<file path="config.mk">
export PLATFORM = sky130hd
export DESIGN_NAME = sound_level_led_matrix_scanner_flat
export DESIGN_NICKNAME = d
export VERILOG_FILES = /design/src/sv/slms_pkg.sv /design/src/sv/slms_in_if.sv /design/src/sv/slms_out_if.sv /design/src/sv/sound_level_led_matrix_scanner.sv /design/src/flat_wrapper.sv
export VERILOG_INCLUDE_DIRS = /design/src /design/src/sv
export SDC_FILE = /design/constraint.sdc
export NUM_CORES = 1
export LEC_CHECK = 0
export BUFFER_PORTS_ARGS = -buffer_cell sky130_fd_sc_hd__buf_2
export CORE_MARGIN = 2
export CORE_UTILIZATION = 38
export DETAILED_ROUTE_END_ITERATION = 10
export SETUP_SLACK_MARGIN = 0.1
export SLEW_MARGIN = 20
export SYNTH_ARGS = -nofsm -noshare
export SYNTH_HDL_FRONTEND = slang
export SYNTH_SLANG_ARGS = --single-unit
</file>
<file path="constraint.sdc">
create_clock -name i_clk -period 9.1 [get_ports i_clk]
set_input_delay 0.91 -clock i_clk [delete_from_list [all_inputs] [get_ports i_clk]]
set_output_delay 0.91 -clock i_clk [all_outputs]
set_load 0.1 [all_outputs]
</file>
<file path="src/sv/sound_level_led_matrix_scanner_defines.svh">
// Assertion macros for the scanner RTL.
// SLMS_ASSERT is checked only out of reset; SLMS_ASSERT_ALWAYS holds at every edge.
`ifndef SOUND_LEVEL_LED_MATRIX_SCANNER_DEFINES_SVH
`define SOUND_LEVEL_LED_MATRIX_SCANNER_DEFINES_SVH

`ifndef SYNTHESIS
`define SLMS_ASSERT(lbl, clk, rst_n, prop) \
    lbl: assert property (@(posedge clk) disable iff (!(rst_n)) (prop)) \
        else $error("slms assertion failed");
`define SLMS_ASSERT_ALWAYS(lbl, clk, prop) \
    lbl: assert property (@(posedge clk) (prop)) \
        else $error("slms assertion failed");
`else
`define SLMS_ASSERT(lbl, clk, rst_n, prop)
`define SLMS_ASSERT_ALWAYS(lbl, clk, prop)
`endif

`endif

</file>
<file path="src/sv/slms_pkg.sv">
`timescale 1ns / 1ps
`default_nettype none

package slms_pkg;

    // word field widths
    localparam int CMD_W    = 1;
    localparam int SAMPLE_W = 10;
    localparam int COL_W    = 3;
    localparam int ROW_W    = 5;
    localparam int LEVEL_W  = 3;
    localparam int SUM_W    = 13;
    localparam int DIST_W   = 9;

    // configuration port
    localparam int CFG_IDX_W  = 2;
    localparam int CFG_DATA_W = 9;
    localparam logic [CFG_IDX_W-1:0] REG_DEAD_ZONE   = 2'd0;
    localparam logic [CFG_IDX_W-1:0] REG_EYE_OVR_ON  = 2'd1;
    localparam logic [CFG_IDX_W-1:0] REG_EYE_PATTERN = 2'd2;

    localparam logic [DIST_W-1:0] DEAD_ZONE_RST = 9'd12;

    // commands
    localparam logic [CMD_W-1:0] CMD_TICK   = 1'b0;
    localparam logic [CMD_W-1:0] CMD_SAMPLE = 1'b1;

    localparam logic [SAMPLE_W-1:0] MID_SCALE = 10'd512;
    localparam logic [SUM_W-1:0]    SUM_MAX   = 13'h1FFF;

    // defaults for the top-level parameters
    localparam int SAMPLES_PER_BATCH = 8;
    localparam int NUM_FACES         = 6;
    localparam int LEVEL_SCALE       = 12;

    // stored face bitmaps, one 5-bit row pattern per column
    localparam int TABLE_FACES = 6;
    localparam int NUM_COLS    = 8;
    localparam logic [COL_W-1:0] EYE_COL = 3'd1;
    localparam logic [ROW_W-1:0] FACE_MAP [TABLE_FACES][NUM_COLS] = '{
        '{5'h00, 5'h0A, 5'h00, 5'h0E, 5'h00, 5'h00, 5'h00, 5'h00},
        '{5'h00, 5'h0A, 5'h00, 5'h0E, 5'h0E, 5'h00, 5'h00, 5'h00},
        '{5'h00, 5'h0A, 5'h00, 5'h0E, 5'h11, 5'h0E, 5'h00, 5'h00},
        '{5'h00, 5'h0A, 5'h00, 5'h0E, 5'h11, 5'h11, 5'h0E, 5'h00},
        '{5'h00, 5'h0A, 5'h00, 5'h0E, 5'h11, 5'h11, 5'h11, 5'h0E},
        '{5'h00, 5'h1B, 5'h00, 5'h0E, 5'h11, 5'h11, 5'h11, 5'h0E}
    };

    typedef struct packed {
        logic [CMD_W-1:0]    command;
        logic [SAMPLE_W-1:0] sample;
    } t_in_word;

    typedef struct packed {
        logic [COL_W-1:0]   column;
        logic [ROW_W-1:0]   row_drive;
        logic [LEVEL_W-1:0] face_level;
        logic               level_updated;
    } t_out_word;

endpackage

`default_nettype wire

</file>
<file path="src/sv/slms_in_if.sv">
`timescale 1ns / 1ps
`default_nettype none

interface slms_in_if;
    logic                            valid;
    logic                            ready;
    logic [slms_pkg::CMD_W-1:0]      command;
    logic [slms_pkg::SAMPLE_W-1:0]   sample;

    modport source (output valid, output command, output sample, input ready);
    modport sink   (input valid, input command, input sample, output ready);
endinterface

`default_nettype wire

</file>
<file path="src/sv/slms_out_if.sv">
`timescale 1ns / 1ps
`default_nettype none

interface slms_out_if;
    logic                           valid;
    logic                           ready;
    logic [slms_pkg::COL_W-1:0]     column;
    logic [slms_pkg::ROW_W-1:0]     row_drive;
    logic [slms_pkg::LEVEL_W-1:0]   face_level;
    logic                           level_updated;

    modport source (output valid, output column, output row_drive, output face_level,
                    output level_updated, input ready);
    modport sink   (input valid, input column, input row_drive, input face_level,
                    input level_updated, output ready);
endinterface

`default_nettype wire

</file>
<file path="src/sv/sound_level_led_matrix_scanner.sv">
// Sound-level LED matrix scanner. Each input word is either a refresh tick (command 0),
// which steps the driven column 0..7 and wraps, or an audio sample (command 1), whose
// distance from mid-scale 512 outside the dead zone is added to a 13-bit saturating
// sum. Every SAMPLES_PER_BATCH samples the sum is divided by SAMPLES_PER_BATCH and by
// LEVEL_SCALE, clamped to NUM_FACES-1, and becomes the shown face; sum and count are
// then cleared and level_updated is set in that word's result. Every input word gives
// exactly one result word: the driven column, its active-low row bits (column 1 shows
// eye_pattern while eye_override_on is set; faces above the six stored bitmaps show
// the last one), and the current face. Rate: one word per clock while the output
// takes results. A word passes an input register and then a result register; the
// result register lets a new word enter while a finished one waits. Ready follows
// the output side combinationally. Configuration (dead_zone at index 0,
// eye_override_on at 1, eye_pattern at 2) must be written only while idle; the
// block itself does not enforce this.
`timescale 1ns / 1ps
`default_nettype none

module sound_level_led_matrix_scanner #(
    parameter int SAMPLES_PER_BATCH = slms_pkg::SAMPLES_PER_BATCH,
    parameter int NUM_FACES         = slms_pkg::NUM_FACES
) (
    input  wire logic                              i_clk,
    input  wire logic                              i_rst_n,
    input  wire logic                              i_cfg_we,
    input  wire logic [slms_pkg::CFG_IDX_W-1:0]    i_cfg_idx,
    input  wire logic [slms_pkg::CFG_DATA_W-1:0]   i_cfg_data,
    slms_in_if.sink                                i_in,
    slms_out_if.source                             o_out
);

`include "sound_level_led_matrix_scanner_defines.svh"

    localparam int BCW = (SAMPLES_PER_BATCH > 1) ? $clog2(SAMPLES_PER_BATCH) : 1;
    localparam int FW  = $clog2(NUM_FACES);
    // combined divisor: floor(floor(s/a)/b) == floor(s/(a*b))
    localparam int DIVISOR = SAMPLES_PER_BATCH * slms_pkg::LEVEL_SCALE;
    localparam logic [BCW-1:0] BATCH_LAST = BCW'(SAMPLES_PER_BATCH - 1);
    localparam logic [FW-1:0]  FACE_LAST  = FW'(NUM_FACES - 1);

    // configuration registers
    logic [slms_pkg::DIST_W-1:0] r_dead_zone;
    logic                        r_eye_ovr;
    logic [slms_pkg::ROW_W-1:0]  r_eye_pat;

    // block state
    logic [slms_pkg::COL_W-1:0]  r_col,   n_col;
    logic [FW-1:0]               r_face,  n_face;
    logic [BCW-1:0]              r_batch, n_batch;
    logic [slms_pkg::SUM_W-1:0]  r_sum,   n_sum;

    // pipeline
    logic                  r_s1_valid;
    slms_pkg::t_in_word    r_s1;
    logic                  r_out_valid;
    slms_pkg::t_out_word   r_out, n_out;
    logic                  s1_adv;

    // datapath temporaries; distance reaches 512 below the band with no dead zone
    logic [slms_pkg::SAMPLE_W-1:0] hi_edge, lo_edge;
    logic [slms_pkg::SAMPLE_W-1:0] samp_dist;
    logic [slms_pkg::SUM_W:0]      sum_wide;
    logic [slms_pkg::SUM_W-1:0]    sum_sat;
    logic [FW-1:0]                 batch_level;
    logic                          batch_done;
    logic [2:0]                    face_idx;
    logic [slms_pkg::ROW_W-1:0]    bits;

    // handshake: result register frees up when empty or being taken
    assign s1_adv     = r_s1_valid && (!r_out_valid || o_out.ready);
    assign i_in.ready = !r_s1_valid || s1_adv;

    assign o_out.valid         = r_out_valid;
    assign o_out.column        = r_out.column;
    assign o_out.row_drive     = r_out.row_drive;
    assign o_out.face_level    = r_out.face_level;
    assign o_out.level_updated = r_out.level_updated;

    // sample distance outside the quiet band
    always_comb begin
        hi_edge = slms_pkg::MID_SCALE + slms_pkg::SAMPLE_W'(r_dead_zone);
        lo_edge = slms_pkg::MID_SCALE - slms_pkg::SAMPLE_W'(r_dead_zone);
        if (r_s1.sample > hi_edge) begin
            samp_dist = slms_pkg::SAMPLE_W'(r_s1.sample - hi_edge);
        end else if (r_s1.sample < lo_edge) begin
            samp_dist = slms_pkg::SAMPLE_W'(lo_edge - r_s1.sample);
        end else begin
            samp_dist = '0;
        end
        sum_wide = {1'b0, r_sum} + (slms_pkg::SUM_W + 1)'(samp_dist);
        sum_sat  = sum_wide[slms_pkg::SUM_W] ? slms_pkg::SUM_MAX
                                             : sum_wide[slms_pkg::SUM_W-1:0];
    end

    // quotient by threshold compares; the count of met thresholds is already clamped
    always_comb begin
        batch_level = '0;
        for (int k = 1; k < NUM_FACES; k++) begin
            if (int'(sum_sat) >= k * DIVISOR) begin
                batch_level = FW'(k);
            end
        end
    end

    // next state and result
    always_comb begin
        n_col      = r_col;
        n_face     = r_face;
        n_batch    = r_batch;
        n_sum      = r_sum;
        batch_done = 1'b0;
        case (r_s1.command)
            slms_pkg::CMD_TICK: begin
                n_col = r_col + 1'b1;
            end
            slms_pkg::CMD_SAMPLE: begin
                if (r_batch == BATCH_LAST) begin
                    batch_done = 1'b1;
                    n_face     = batch_level;
                    n_batch    = '0;
                    n_sum      = '0;
                end else begin
                    n_batch = r_batch + 1'b1;
                    n_sum   = sum_sat;
                end
            end
            default: begin
                n_col = r_col;
            end
        endcase

        face_idx = (int'(n_face) >= slms_pkg::TABLE_FACES)
                 ? 3'(slms_pkg::TABLE_FACES - 1) : 3'(n_face);
        if (n_col == slms_pkg::EYE_COL && r_eye_ovr) begin
            bits = r_eye_pat;
        end else begin
            bits = slms_pkg::FACE_MAP[face_idx][n_col];
        end

        n_out.column        = n_col;
        n_out.row_drive     = ~bits;
        n_out.face_level    = slms_pkg::LEVEL_W'(n_face);
        n_out.level_updated = batch_done;
    end

    // configuration writes
    always_ff @(posedge i_clk) begin
        if (!i_rst_n) begin
            r_dead_zone <= slms_pkg::DEAD_ZONE_RST;
            r_eye_ovr   <= 1'b0;
            r_eye_pat   <= '0;
        end else if (i_cfg_we) begin
            case (i_cfg_idx)
                slms_pkg::REG_DEAD_ZONE:   r_dead_zone <= i_cfg_data;
                slms_pkg::REG_EYE_OVR_ON:  r_eye_ovr   <= i_cfg_data[0];
                slms_pkg::REG_EYE_PATTERN: r_eye_pat   <= i_cfg_data[slms_pkg::ROW_W-1:0];
                default: begin
                    r_eye_ovr <= r_eye_ovr;
                end
            endcase
        end
    end

    // state and valid bits
    always_ff @(posedge i_clk) begin
        if (!i_rst_n) begin
            r_col       <= '0;
            r_face      <= '0;
            r_batch     <= '0;
            r_sum       <= '0;
            r_s1_valid  <= 1'b0;
            r_out_valid <= 1'b0;
        end else begin
            if (s1_adv) begin
                r_col   <= n_col;
                r_face  <= n_face;
                r_batch <= n_batch;
                r_sum   <= n_sum;
            end
            if (i_in.ready) begin
                r_s1_valid <= i_in.valid;
            end
            if (s1_adv) begin
                r_out_valid <= 1'b1;
            end else if (o_out.ready) begin
                r_out_valid <= 1'b0;
            end
        end
    end

    // payload registers
    always_ff @(posedge i_clk) begin
        if (i_in.valid && i_in.ready) begin
            r_s1.command <= i_in.command;
            r_s1.sample  <= i_in.sample;
        end
        if (s1_adv) begin
            r_out <= n_out;
        end
    end

    `SLMS_ASSERT(a_batch_cleared, i_clk, i_rst_n, (r_out_valid && r_out.level_updated) |-> (r_batch == '0 && r_sum == '0))
    `SLMS_ASSERT(a_face_in_range, i_clk, i_rst_n, r_face <= FACE_LAST)
    `SLMS_ASSERT(a_tick_steps, i_clk, i_rst_n, (s1_adv && r_s1.command == slms_pkg::CMD_TICK) |=> (r_col == $past(r_col) + 1'b1))
    `SLMS_ASSERT(a_col_tracks, i_clk, i_rst_n, r_out_valid |-> (r_out.column == r_col && r_out.face_level == slms_pkg::LEVEL_W'(r_face)))

endmodule

`default_nettype wire

</file>
<file path="src/flat_wrapper.sv">
// flat-port wrapper written by rule: the top's interface ports become plain ports
module sound_level_led_matrix_scanner_flat 
#(
    parameter int SAMPLES_PER_BATCH = slms_pkg::SAMPLES_PER_BATCH,
    parameter int NUM_FACES         = slms_pkg::NUM_FACES
)
  (i_clk, i_rst_n, i_cfg_we, i_cfg_idx, i_cfg_data, i_in_valid, i_in_command, i_in_sample, i_in_ready, o_out_valid, o_out_column, o_out_row_drive, o_out_face_level, o_out_level_updated, o_out_ready);
  slms_in_if i_in_i ();
  slms_out_if o_out_i ();
  input  wire logic i_clk;
  input  wire logic i_rst_n;
  input  wire logic i_cfg_we;
  input  wire logic [slms_pkg::CFG_IDX_W-1:0] i_cfg_idx;
  input  wire logic [slms_pkg::CFG_DATA_W-1:0] i_cfg_data;
  input wire logic [$bits(i_in_i.valid)-1:0] i_in_valid;
  input wire logic [$bits(i_in_i.command)-1:0] i_in_command;
  input wire logic [$bits(i_in_i.sample)-1:0] i_in_sample;
  output wire logic [$bits(i_in_i.ready)-1:0] i_in_ready;
  output wire logic [$bits(o_out_i.valid)-1:0] o_out_valid;
  output wire logic [$bits(o_out_i.column)-1:0] o_out_column;
  output wire logic [$bits(o_out_i.row_drive)-1:0] o_out_row_drive;
  output wire logic [$bits(o_out_i.face_level)-1:0] o_out_face_level;
  output wire logic [$bits(o_out_i.level_updated)-1:0] o_out_level_updated;
  input wire logic [$bits(o_out_i.ready)-1:0] o_out_ready;
  assign i_in_i.valid = i_in_valid;
  assign i_in_i.command = i_in_command;
  assign i_in_i.sample = i_in_sample;
  assign i_in_ready = i_in_i.ready;
  assign o_out_valid = o_out_i.valid;
  assign o_out_column = o_out_i.column;
  assign o_out_row_drive = o_out_i.row_drive;
  assign o_out_face_level = o_out_i.face_level;
  assign o_out_level_updated = o_out_i.level_updated;
  assign o_out_i.ready = o_out_ready;
  sound_level_led_matrix_scanner #(.SAMPLES_PER_BATCH(SAMPLES_PER_BATCH), .NUM_FACES(NUM_FACES)) u_core (.i_clk(i_clk), .i_rst_n(i_rst_n), .i_cfg_we(i_cfg_we), .i_cfg_idx(i_cfg_idx), .i_cfg_data(i_cfg_data), .i_in(i_in_i), .o_out(o_out_i));
endmodule
</file>
==> metrics.yaml <==
routing:
  post-route-drc-count: 0
  routedWlPerCell_microns: 15.2
  via_count: 3740
  first_iter_violations: 191
  antenna_left: 0
  dr.pass1.iters: 5
  wl_microns: 10500
  via_per_inst: 5.41
cells_and_area:
  fin_area_sq_mm: 0.00500
  area_growth_pct: 13.4
  final_cell_mix: "inv_1 (42), buf_2 (40), nand2_1 (39), dfxtp_1 (39), a21oi_1 (35)"
  num_antenna_cells: 0
  fin_nets: 606
  utilization_pct: 44.0
  final_common_cell: "inv_1"
  drive_gt1_share_pct: 12.8
global_route:
  grt_usage_pct: 17.3
  grt.overflow.total: 0
  grt_pass1_vias: 3671
  grt_start_max_net_pins: 40
  antenna_found_initial: 0
  grt_pass1_wl_microns: 17600
power:
  p_int_mw: 0.557
  peakVddDrop_v: 0.0000772
  p_per_area_mw_per_mm2: 163
  power_switching_share_pct: 31.7
  p_leak_nw: 2.01
  combPwrFrac_pct: 24.4
  seqPwrFrac_pct: 37.8
  clock_power_share_pct: 37.9
  switchingPower_mw: 0.259
critical_path:
  worstSetupStartpointType: "register"
  critPathMaxFanout: 16
  arrival_ns: 6.57
  reg2reg_from: "u_core.r_dead_zone[1]"
  path_class: "reg2reg"
  crit_required_ns: 9.17
  r2r_end: "u_core.o_out.row_drive[1]"
  ff2ff_setup_slack_ns: 2.60
  worstSetupEndpointType: "register"
  reg2reg_depth: 23
logic_synthesis:
  synth.yosys.seq_area_share_pct: 33.4
  synthesis.nets: 573
  ys_ff_latch: 62
  syn_area_per_cell_sq_um: 8.65
  ys_warn_count: 0
  synth_area_sq_mm: 0.00441
  asyncSetResetFlopFracSynth_pct: 0
  synth_top_cell_by_area: "dfxtp_1"
  ys.flop_type: "dfxtp_1"
  synth_area_leaders: "dfxtp_1 (18%), edfxtp_1 (16%), ha_1 (9.4%), nor2b_1 (4.7%), a21oi_1 (4.0%)"
  synth-edff-count: 23
  synth_cell_types: 61
  syn_inst: 510
  yosys.area.top_type_share_pct: 17.7
min_path:
  hold_depth: 2
  worstHoldPathType: "reg2reg"
  hold_start: "u_core.r_batch[1]"
  hold_end: "u_core.r_batch[1]"
flow_run:
  drv_cap: 0
clock_network:
  cts_buffer_depth: 2
  clock_sinks: 62
  cts_hold_buffers: 0
  cts-root-buf: "clkbuf_16"
  worstSkewPairLatency_ns: 0.33
  cts_made_buffers: 9
  post_cts_resized: 0
  clk_pin_slew_ns: 0.06
  cts_tree: "built"
  cts_setup_buffers: 0
  htree_levels: 3
die:
  initial_core_util_pct: 38.8
  num_rows: 39
  die_area_sq_mm: 0.0125
  ios: 41
  die_x_microns: 112
  fp.dieH_microns: 112
  core-area_sq_mm: 0.0114
status:
  outcome: "completed"
timing:
  finalSetupViolCount: 0
  fmax_mhz: 154
  timing.final.crit_period_ns: 6.50
  hold_ws_ns: 0.469
  period_share_pct: 71.4
  slew_headroom_pct: 43.0
  worst_slew_pin_slew_ns: 0.853
  finalHoldViolations: 0
  rsz0062_at_grt: "no"
  tns_ns: 0
  final_max_slew_viol_count: 0
  skew_ns: 0.00856
placement:
  dp_hpwl_microns: 8100
  placed_cell_area_sq_mm: 0.00473
  gp_congestion: 0.907
  io_buffers: 40
==> how the worst max path moves through the flow <==
stage,from,endpoint
after floorplan,u_core.r_dead_zone[0],u_core.o_out.row_drive[1]
after global placement,u_core.r_dead_zone[0],u_core.o_out.row_drive[1]
after detailed placement,u_core.r_dead_zone[1],u_core.o_out.row_drive[1]
after CTS,u_core.r_dead_zone[1],u_core.o_out.row_drive[1]
after global routing,u_core.r_dead_zone[0],u_core.o_out.row_drive[3]
final,u_core.r_dead_zone[1],u_core.o_out.row_drive[1]
==> critical path: stages, from the launching register on <==
cell and delay [ns]:
dfxtp_1 0.39, inv_1 0.14, ha_1 0.26, xnor2_1 0.21, ha_1 0.31, nor2b_1 0.15
o21ai_0 0.19, a21boi_1 0.11, o21ai_0 0.21, a21boi_0 0.17, o21a_1 0.21, o2111a_1 0.24
nor2_1 0.51, o22ai_1 0.21, ha_1 0.41, a21oi_2 0.27, o21ai_1 0.13, a21oi_1 0.16
o22a_1 0.49, o2111ai_2 0.31, o32a_1 0.46, nand2b_4 0.18, a2111oi_4 0.38, o22ai_1 0.14
==> cell type report <==
| class | count | area [sq um] |
|---|---|---|
| fill | 1115 | 6370 |
| multi-input combinational | 387 | 2720 |
| sequential | 62 | 1470 |
| clock buffer | 10 | 229 |
| timing repair buffer | 40 | 200 |
| tap | 143 | 179 |
| inverter | 43 | 161 |
| clock inverter | 6 | 38.8 |
==> synth_stat cells, types with 3 or more instances <==
cell type / instances
o21ai_0: 18
nand3_1: 17
a21boi_1: 4
inv_1: 42
fa_1: 3
xnor2_1: 17
nand2_1: 39
nor3b_1: 6
o21a_1: 4
a211oi_1: 11
and3_1: 4
dfxtp_1: 39
a21boi_0: 9
and2_1: 6
ha_1: 33
o21ai_1: 4
nand4_1: 5
nand3b_1: 3
o31ai_1: 4
clkbuf_1: 17
nor2_1: 34
nor3_1: 5
or3_1: 8
mux2i_1: 7
nor4_1: 4
xor2_1: 4
nor2b_1: 33
o32ai_1: 5
nand2b_1: 4
a21o_1: 6
a21oi_1: 35
o211a_1: 4
edfxtp_1: 23
o211ai_1: 6
a31oi_1: 5
o22ai_1: 8
a22oi_1: 5
==> power by group through the flow <==
stage / clock (mW) / sequential (mW) / combinational [mW]
CTS: 0.316 / 0.308 / 0.198
global route: 0.330 / 0.309 / 0.221
finish: 0.309 / 0.308 / 0.199
detailed placement: 0 / 0.314 / 0.197
floorplan: 0 / 0.328 / 0.138
global placement: 0 / 0.313 / 0.194
==> routing by layer <==
layer	GRT usage, %	part of all wire (%)
met5	0	0
met4	6.09	2.0
met3	3.70	3.6
met2	27.5	46
met1	23.3	48
==> sequential cells by signal, summed over array words and instances, names as in the netlist <==
signal                      cells
u_core.r_s1                    11
u_core.r_s1_valid               1
u_core.r_batch                  3
u_core.r_sum                   13
u_core.r_dead_zone              9
u_core.r_eye_pat                5
u_core.o_out.column             3
u_core.o_out.level_updated      1
u_core.r_col                    3
u_core.r_face                   3
u_core.o_out.row_drive          5
u_core.r_eye_ovr                1
u_core.o_out.face_level         3
u_core.o_out.valid              1
==> per-stage QoR <==
| stage | power (mW) | std cells | setup slack (ns) |
|---|---|---|---|
| final | 0.816 | 691 | 2.60 |
| after global routing | 0.861 | 691 | 2.07 |
| after CTS | 0.822 | 691 | 2.64 |
| after detailed placement | 0.511 | 675 | 2.65 |
| after global placement | 0.508 | 675 | 2.92 |
| after floorplan | 0.466 | 510 | 3.64 |
==> cell families after synthesis <==
kind of cell               Yosys count  share of synthesized area, %
AOI/OAI and AO/OA                  147                          23.9
xor gates and xnor gates            21                          4.17
adders and majority gates           36                          10.7
and+or+nand+nor                    175                          20.7
DFF                                 62                          33.4
muxes                                8                          1.90
buffers and inverters               61                          5.22
Power figures use the tool's default switching activity.
